--- config.mk ---
export PLATFORM = sky130hd
export DESIGN_NAME = quoted_argument_tokenizer
export DESIGN_NICKNAME = d
export VERILOG_FILES = /design/src/rtl/qat_pkg.sv /design/src/rtl/qat_core.sv /design/src/rtl/qat_out_buf.sv /design/src/rtl/quoted_argument_tokenizer.sv
export SDC_FILE = /design/constraint.sdc
export NUM_CORES = 1
export LEC_CHECK = 0
export BUFFER_PORTS_ARGS = -buffer_cell sky130_fd_sc_hd__buf_2
export CORE_MARGIN = 2
export CORE_UTILIZATION = 54
export DETAILED_ROUTE_END_ITERATION = 8
export PLACE_DENSITY = 0.76
export SLEW_MARGIN = 15
export SYNTH_ARGS = -nofsm -noshare
export SYNTH_HDL_FRONTEND = slang
export SYNTH_SLANG_ARGS = --single-unit
--- constraint.sdc ---
create_clock -name aclk -period 3.7 [get_ports aclk]
set_input_delay 0.74 -clock aclk [delete_from_list [all_inputs] [get_ports aclk]]
set_output_delay 0.74 -clock aclk [all_outputs]
set_load 0.01 [all_outputs]
--- src/rtl/qat_pkg.sv ---
`default_nettype none

package qat_pkg;

    typedef enum logic [2:0] {
        PH_IDLE  = 3'd0,
        PH_BARE  = 3'd1,
        PH_QUOTE = 3'd2,
        PH_BSL   = 3'd3,
        PH_OCT1  = 3'd4,
        PH_OCT2  = 3'd5,
        PH_HEX1  = 3'd6,
        PH_HEX2  = 3'd7
    } phase_t;

    typedef struct packed {
        logic       valid;
        logic [7:0] data;
        logic       arg_end;
    } qat_result_t;

    localparam logic [7:0] CH_NUL    = 8'h00;
    localparam logic [7:0] CH_TAB    = 8'h09;
    localparam logic [7:0] CH_LF     = 8'h0a;
    localparam logic [7:0] CH_CR     = 8'h0d;
    localparam logic [7:0] CH_SPACE  = 8'h20;
    localparam logic [7:0] CH_DQUOTE = 8'h22;
    localparam logic [7:0] CH_BSLASH = 8'h5c;
    localparam logic [7:0] CH_ZERO   = 8'h30;
    localparam logic [7:0] CH_THREE  = 8'h33;
    localparam logic [7:0] CH_SEVEN  = 8'h37;
    localparam logic [7:0] CH_NINE   = 8'h39;
    localparam logic [7:0] CH_UP_A   = 8'h41;
    localparam logic [7:0] CH_UP_Z   = 8'h5a;
    localparam logic [7:0] CH_LO_A   = 8'h61;
    localparam logic [7:0] CH_LO_Z   = 8'h7a;
    localparam logic [7:0] CH_N      = 8'h6e;
    localparam logic [7:0] CH_R      = 8'h72;
    localparam logic [7:0] CH_T      = 8'h74;
    localparam logic [7:0] CH_X      = 8'h78;

    function automatic logic is_ws(input logic [7:0] c);
        return (c == CH_SPACE) || ((c >= CH_TAB) && (c <= CH_CR));
    endfunction

endpackage

`default_nettype wire

--- src/rtl/qat_core.sv ---
`default_nettype none

module qat_core (
    input  wire logic                 aclk,
    input  wire logic                 aresetn,
    input  wire logic                 advance,
    input  wire logic [7:0]           ch,
    output qat_pkg::qat_result_t      result
);
    import qat_pkg::*;

    phase_t      phase_reg;
    phase_t      phase_next;
    logic [7:0]  escape_value_reg;
    logic [7:0]  escape_value_next;
    qat_result_t res;
    logic [7:0]  oct_diff;
    logic [7:0]  hex_diff;
    logic        hex_ok;

    always_comb begin
        oct_diff = ch - CH_ZERO;
        hex_ok   = 1'b1;
        if ((ch >= CH_ZERO) && (ch <= CH_NINE)) begin
            hex_diff = ch - CH_ZERO;
        end else if ((ch >= CH_UP_A) && (ch <= CH_UP_Z)) begin
            hex_diff = ch - CH_UP_A + 8'd10;
        end else if ((ch >= CH_LO_A) && (ch <= CH_LO_Z)) begin
            hex_diff = ch - CH_LO_A + 8'd10;
        end else begin
            hex_diff = 8'd0;
            hex_ok   = 1'b0;
        end
    end

    always_comb begin
        phase_next        = phase_reg;
        escape_value_next = escape_value_reg;
        res               = '0;
        if (ch == CH_NUL) begin
            if (phase_reg != PH_IDLE) begin
                phase_next  = PH_IDLE;
                res.valid   = 1'b1;
                res.arg_end = 1'b1;
            end
        end else begin
            unique case (phase_reg)
                PH_IDLE: begin
                    if (!is_ws(ch)) begin
                        if (ch == CH_DQUOTE) begin
                            phase_next = PH_QUOTE;
                        end else begin
                            phase_next = PH_BARE;
                            res.valid  = 1'b1;
                            res.data   = ch;
                        end
                    end
                end
                PH_BARE: begin
                    if (is_ws(ch)) begin
                        phase_next  = PH_IDLE;
                        res.valid   = 1'b1;
                        res.arg_end = 1'b1;
                    end else if (ch == CH_DQUOTE) begin
                        phase_next = PH_QUOTE;
                    end else begin
                        res.valid = 1'b1;
                        res.data  = ch;
                    end
                end
                PH_QUOTE: begin
                    if (ch == CH_DQUOTE) begin
                        phase_next = PH_BARE;
                    end else if (ch == CH_BSLASH) begin
                        phase_next = PH_BSL;
                    end else begin
                        res.valid = 1'b1;
                        res.data  = ch;
                    end
                end
                PH_BSL: begin
                    if ((ch >= CH_ZERO) && (ch <= CH_THREE)) begin
                        phase_next        = PH_OCT1;
                        escape_value_next = oct_diff;
                    end else if (ch == CH_X) begin
                        phase_next        = PH_HEX1;
                        escape_value_next = 8'd0;
                    end else begin
                        phase_next = PH_QUOTE;
                        res.valid  = 1'b1;
                        if (ch == CH_N) begin
                            res.data = CH_LF;
                        end else if (ch == CH_R) begin
                            res.data = CH_CR;
                        end else if (ch == CH_T) begin
                            res.data = CH_TAB;
                        end else begin
                            res.data = ch;
                        end
                    end
                end
                PH_OCT1, PH_OCT2: begin
                    if ((ch >= CH_ZERO) && (ch <= CH_SEVEN)) begin
                        escape_value_next = {escape_value_reg[4:0], oct_diff[2:0]};
                    end
                    if (phase_reg == PH_OCT2) begin
                        phase_next = PH_QUOTE;
                        res.valid  = 1'b1;
                        res.data   = escape_value_next;
                    end else begin
                        phase_next = PH_OCT2;
                    end
                end
                PH_HEX1, PH_HEX2: begin
                    if (hex_ok) begin
                        escape_value_next = {escape_value_reg[3:0], 4'd0}
                                            | {2'd0, hex_diff[5:0]};
                    end
                    if (phase_reg == PH_HEX2) begin
                        phase_next = PH_QUOTE;
                        res.valid  = 1'b1;
                        res.data   = escape_value_next;
                    end else begin
                        phase_next = PH_HEX2;
                    end
                end
                default: begin
                    phase_next = PH_IDLE;
                end
            endcase
        end
    end

    always_ff @(posedge aclk) begin
        if (!aresetn) begin
            phase_reg        <= PH_IDLE;
            escape_value_reg <= 8'd0;
        end else if (advance) begin
            phase_reg        <= phase_next;
            escape_value_reg <= escape_value_next;
        end
    end

    assign result = advance ? res : '0;

endmodule

`default_nettype wire

--- src/rtl/qat_out_buf.sv ---
`default_nettype none

module qat_out_buf (
    input  wire logic                 aclk,
    input  wire logic                 aresetn,
    input  wire qat_pkg::qat_result_t push,
    output logic                      full,
    output logic                      m_valid,
    input  wire logic                 m_ready,
    output logic [7:0]                m_out_byte,
    output logic                      m_arg_end
);
    import qat_pkg::*;

    logic       main_valid_reg;
    logic [7:0] main_data_reg;
    logic       main_end_reg;
    logic       skid_valid_reg;
    logic [7:0] skid_data_reg;
    logic       skid_end_reg;
    logic       pop;

    assign pop = main_valid_reg && m_ready;

    always_ff @(posedge aclk) begin
        if (!aresetn) begin
            main_valid_reg <= 1'b0;
            skid_valid_reg <= 1'b0;
        end else if (push.valid) begin
            if (!main_valid_reg || pop) begin
                main_valid_reg <= 1'b1;
                main_data_reg  <= push.data;
                main_end_reg   <= push.arg_end;
            end else begin
                skid_valid_reg <= 1'b1;
                skid_data_reg  <= push.data;
                skid_end_reg   <= push.arg_end;
            end
        end else if (pop) begin
            if (skid_valid_reg) begin
                main_data_reg  <= skid_data_reg;
                main_end_reg   <= skid_end_reg;
                skid_valid_reg <= 1'b0;
            end else begin
                main_valid_reg <= 1'b0;
            end
        end
    end

    assign full       = skid_valid_reg;
    assign m_valid    = main_valid_reg;
    assign m_out_byte = main_data_reg;
    assign m_arg_end  = main_end_reg;

endmodule

`default_nettype wire

--- src/rtl/quoted_argument_tokenizer.sv ---
// Quoted argument tokenizer.
// The input channel (s_valid, s_ready, s_ch) takes one text byte per request.
// A zero byte ends the text. The result channel (m_valid, m_ready,
// m_out_byte, m_arg_end) gives the bytes of each argument followed by one
// end marker with m_arg_end set and m_out_byte zero. A byte gives at most one
// result; quotes, escape prefixes and whitespace between arguments give none.
// A request is captured in an input register, decoded by the tokenizer state
// machine once the output buffer has room, and its result is registered in the
// output buffer, from which it is shown on the result channel.
// Throughput is one byte per cycle while the receiver keeps m_ready high.
// When the receiver stalls, a two-entry output buffer absorbs results;
// s_ready drops once the buffer's second entry is occupied and a byte waits
// in the input register, and no result is lost or repeated.
// Synchronous active-low reset empties all registers and puts the tokenizer
// between arguments with a zero escape value.
`default_nettype none

module quoted_argument_tokenizer (
    input  wire logic       aclk,
    input  wire logic       aresetn,
    input  wire logic       s_valid,
    output logic            s_ready,
    input  wire logic [7:0] s_ch,
    output logic            m_valid,
    input  wire logic       m_ready,
    output logic [7:0]      m_out_byte,
    output logic            m_arg_end
);
    import qat_pkg::*;

    logic        in_valid_reg;
    logic [7:0]  in_ch_reg;
    logic        buf_full;
    logic        advance;
    qat_result_t result;

    assign advance = in_valid_reg && !buf_full;
    assign s_ready = !in_valid_reg || advance;

    always_ff @(posedge aclk) begin
        if (!aresetn) begin
            in_valid_reg <= 1'b0;
        end else if (s_ready) begin
            in_valid_reg <= s_valid;
        end
    end

    always_ff @(posedge aclk) begin
        if (s_ready && s_valid) begin
            in_ch_reg <= s_ch;
        end
    end

    qat_core u_core (
        .aclk    (aclk),
        .aresetn (aresetn),
        .advance (advance),
        .ch      (in_ch_reg),
        .result  (result)
    );

    qat_out_buf u_out_buf (
        .aclk       (aclk),
        .aresetn    (aresetn),
        .push       (result),
        .full       (buf_full),
        .m_valid    (m_valid),
        .m_ready    (m_ready),
        .m_out_byte (m_out_byte),
        .m_arg_end  (m_arg_end)
    );

endmodule

`default_nettype wire

==> results.md <==
* Critical path class: reg2reg
* Vias in the first global route at 2724
* Post-layout nets at 381
* Initial antenna violation count at 0
* Initial core utilization at 0.569
* Core footprint at 5200 µm²
* CTS tree: done
* Postcts setup bufs at 0
* Row cnt at 26
* Worst clock skew at a little over 0.009 ns
* Width of the die at 78.1 µm
* Final GP Congestion at 0.978
* Hold crit path type: reg2reg
* Port bufs at 22
* Leak at 1.28 nW
* ANT nets after route at 0
* Max-slew headroom at 0.331
* Starting DRT DRC Count at 356
* Root Driver: clkbuf_8
* Mapped Cells at 335
* Top cell type's share of synthesized area at 0.263
* EDFF count, synth at 26
* Cts repair resizes at 0
* Layout area overhead at 11.2%
* Peak VDD IR at 162 µV
* Top FF cell, synth: edfxtp_1
* I/O pins at 23
* Setup TNS at 0 ns
* Yosys warning total at 0
* Clock-pin slew on the worst setup and hold paths at 0.08 ns
* F_max at between 0.2 and 0.3 GHz
* Commonest cells in the netlist: nand2_1 (29), nor2_1 (29), edfxtp_1 (26), a21oi_1 (19)
* Cell taking the most area after synthesis: edfxtp_1
* Clock Latency Late Sink at roughly 0.31 ns
* Fin area at 3300 µm²
* Outcome: finished clean
* GRT Residual Overflow at 0
* DRC viols at 0
* Total GRT Usage at 0.292
* Hold buffer count at CTS at 0
* Period Utilization, post-route at 0.908
* Vias per cell at 6.83
* Routed Wire Length at roughly 8.6 mm
* Total vias in the final route at 2936
* Register area share after synthesis at 0.358
* CTS Buf Count at 5
* Detailed-placement wirelength estimate at ~6.3 mm
* Clk buf depth at 2
* Async S/R FF share, synth at 0
* Fin. max-slew vios at 0
* WP data required at around 3.6 ns
* Tmin final at 3.36 ns
* Die Y at ~80 µm
* Number of synthesized register bits at 40
* Top area cells in the synthesized netlist: edfxtp_1 (26%), dfxtp_1 (9.5%), ha_1 (4.2%)
* Startpoint Class: flip-flop
* Drt pass-1 iters at 8
* Layout cell share with drive strength beyond 1 at 0.164
* Fin util at 0.633
* Global-route wire length before repair at 13.8 mm
* Crit end category: flip-flop
* Placed inst area at 3180 µm²
* Max_cap viols at 0
* Antenna diodes at 0
* Clock sinks at 40
* DR WL/cell at 20.1 µm
* Arrival @ worst endpoint at roughly 3.3 ns
* Hold Violations, Final at 0
* Worst-path maximum fanout at 9
* RSZ-0062 raised after global routing: false
* Post-synth cell types at 78
* Syn nets at around 360
* Largest net degree at the start of global routing at 29
* Synthesized area per cell at 8.85 µm²
* Power Dens Cells at around 320 nW/µm²
* Cell area after synthesis at 2960 µm²
* H-Tree Depth at 2
* Full die area at 6100 µm²
* Setup violators final at 0
* Worst Tran Pin Value at 1.00 ns
cells in the final DEF (no fill, tap or decap), drive strengths merged, types with 5 or more instances in the layout:
cell    count
buf        39
nand2      29
nor2       29
edfxtp     26
o21ai      22
a21oi      19
nand3      17
inv        15
dfxtp      14
ha         10
a21o        7
mux2i       6
nor2b       6
and3        5
a31oi       5
and2        5
a211oi      5
clkbuf      5
nand4       5
critical path, stage by stage, from the launching register on:
cell	delay, ns
edfxtp_1	0.50
inv_1	0.18
ha_1	0.21
and4b_1	0.24
a311oi_1	0.36
and3_1	0.28
o22a_1	0.18
o211ai_2	0.14
nor4b_2	0.90
logic make-up (layout without fill, tap and decap cells):
kind of cell / count (synthesis) / in the layout / synth area share
mux: 8 / 8 / 0.0279
compound gates: 116 / 116 / 0.289
fa+ha+maj: 10 / 10 / 0.0422
buf+inv: 37 / 62 / 0.0574
flops: 40 / 40 / 0.358
xor+xnor: 5 / 5 / 0.0148
simple gates: 119 / 119 / 0.211
layout make-up:
class / instances / area, µm²
Tap cell: 70 / 87.6
Fill cell: 454 / 1910
Inverter: 15 / 56.3
Clock inverter: 3 / 46.3
Multi-Input combinational cell: 258 / 1740
Clock buffer: 5 / 68.8
Sequential cell: 40 / 1060
Timing Repair Buffer: 39 / 238
report_power, final:
group	leakage [nW]	switching, mW	total [mW]	internal, mW
clock	0.0548	0.173	0.377	0.203
sequential	0.357	0.0176	0.508	0.490
combinational	0.864	0.112	0.182	0.0696
metal layers:
| metal | global-route usage | vias to the layer above | routed length [µm] |
|---|---|---|---|
| li1 | - | 1330 | - |
| met1 | 0.383 | 1347 | 3540 |
| met2 | 0.453 | 210 | 3790 |
| met3 | 0.0644 | 49 | 872 |
| met4 | 0.149 | 0 | 416 |
| met5 | 0 | - | 0 |
final timing paths:
check,endpoint,from,cells after the start,slack [ns]
max reg2reg,u_out_buf.skid_data_reg[6],in_ch_reg[5],8,0.34
min,u_out_buf.m_valid,u_out_buf.m_valid,2,0.52
max,u_out_buf.skid_data_reg[6],in_ch_reg[5],8,0.34
min reg2reg,u_out_buf.m_valid,u_out_buf.m_valid,2,0.52
through the flow:
step	setup slack, ns	power [mW]	hold slack (ns)	instances
2_1_floorplan	0.323	0.640	0.488	335
3_3_place_gp	0.562	0.690	0.498	422
3_5_place_dp	0.411	0.693	0.504	422
4_1_cts	0.392	1.06	0.525	430
5_1_grt	0.181	1.10	0.554	430
6_report	0.339	1.07	0.523	430
Note: power is estimated with default switching activity, not from simulation.
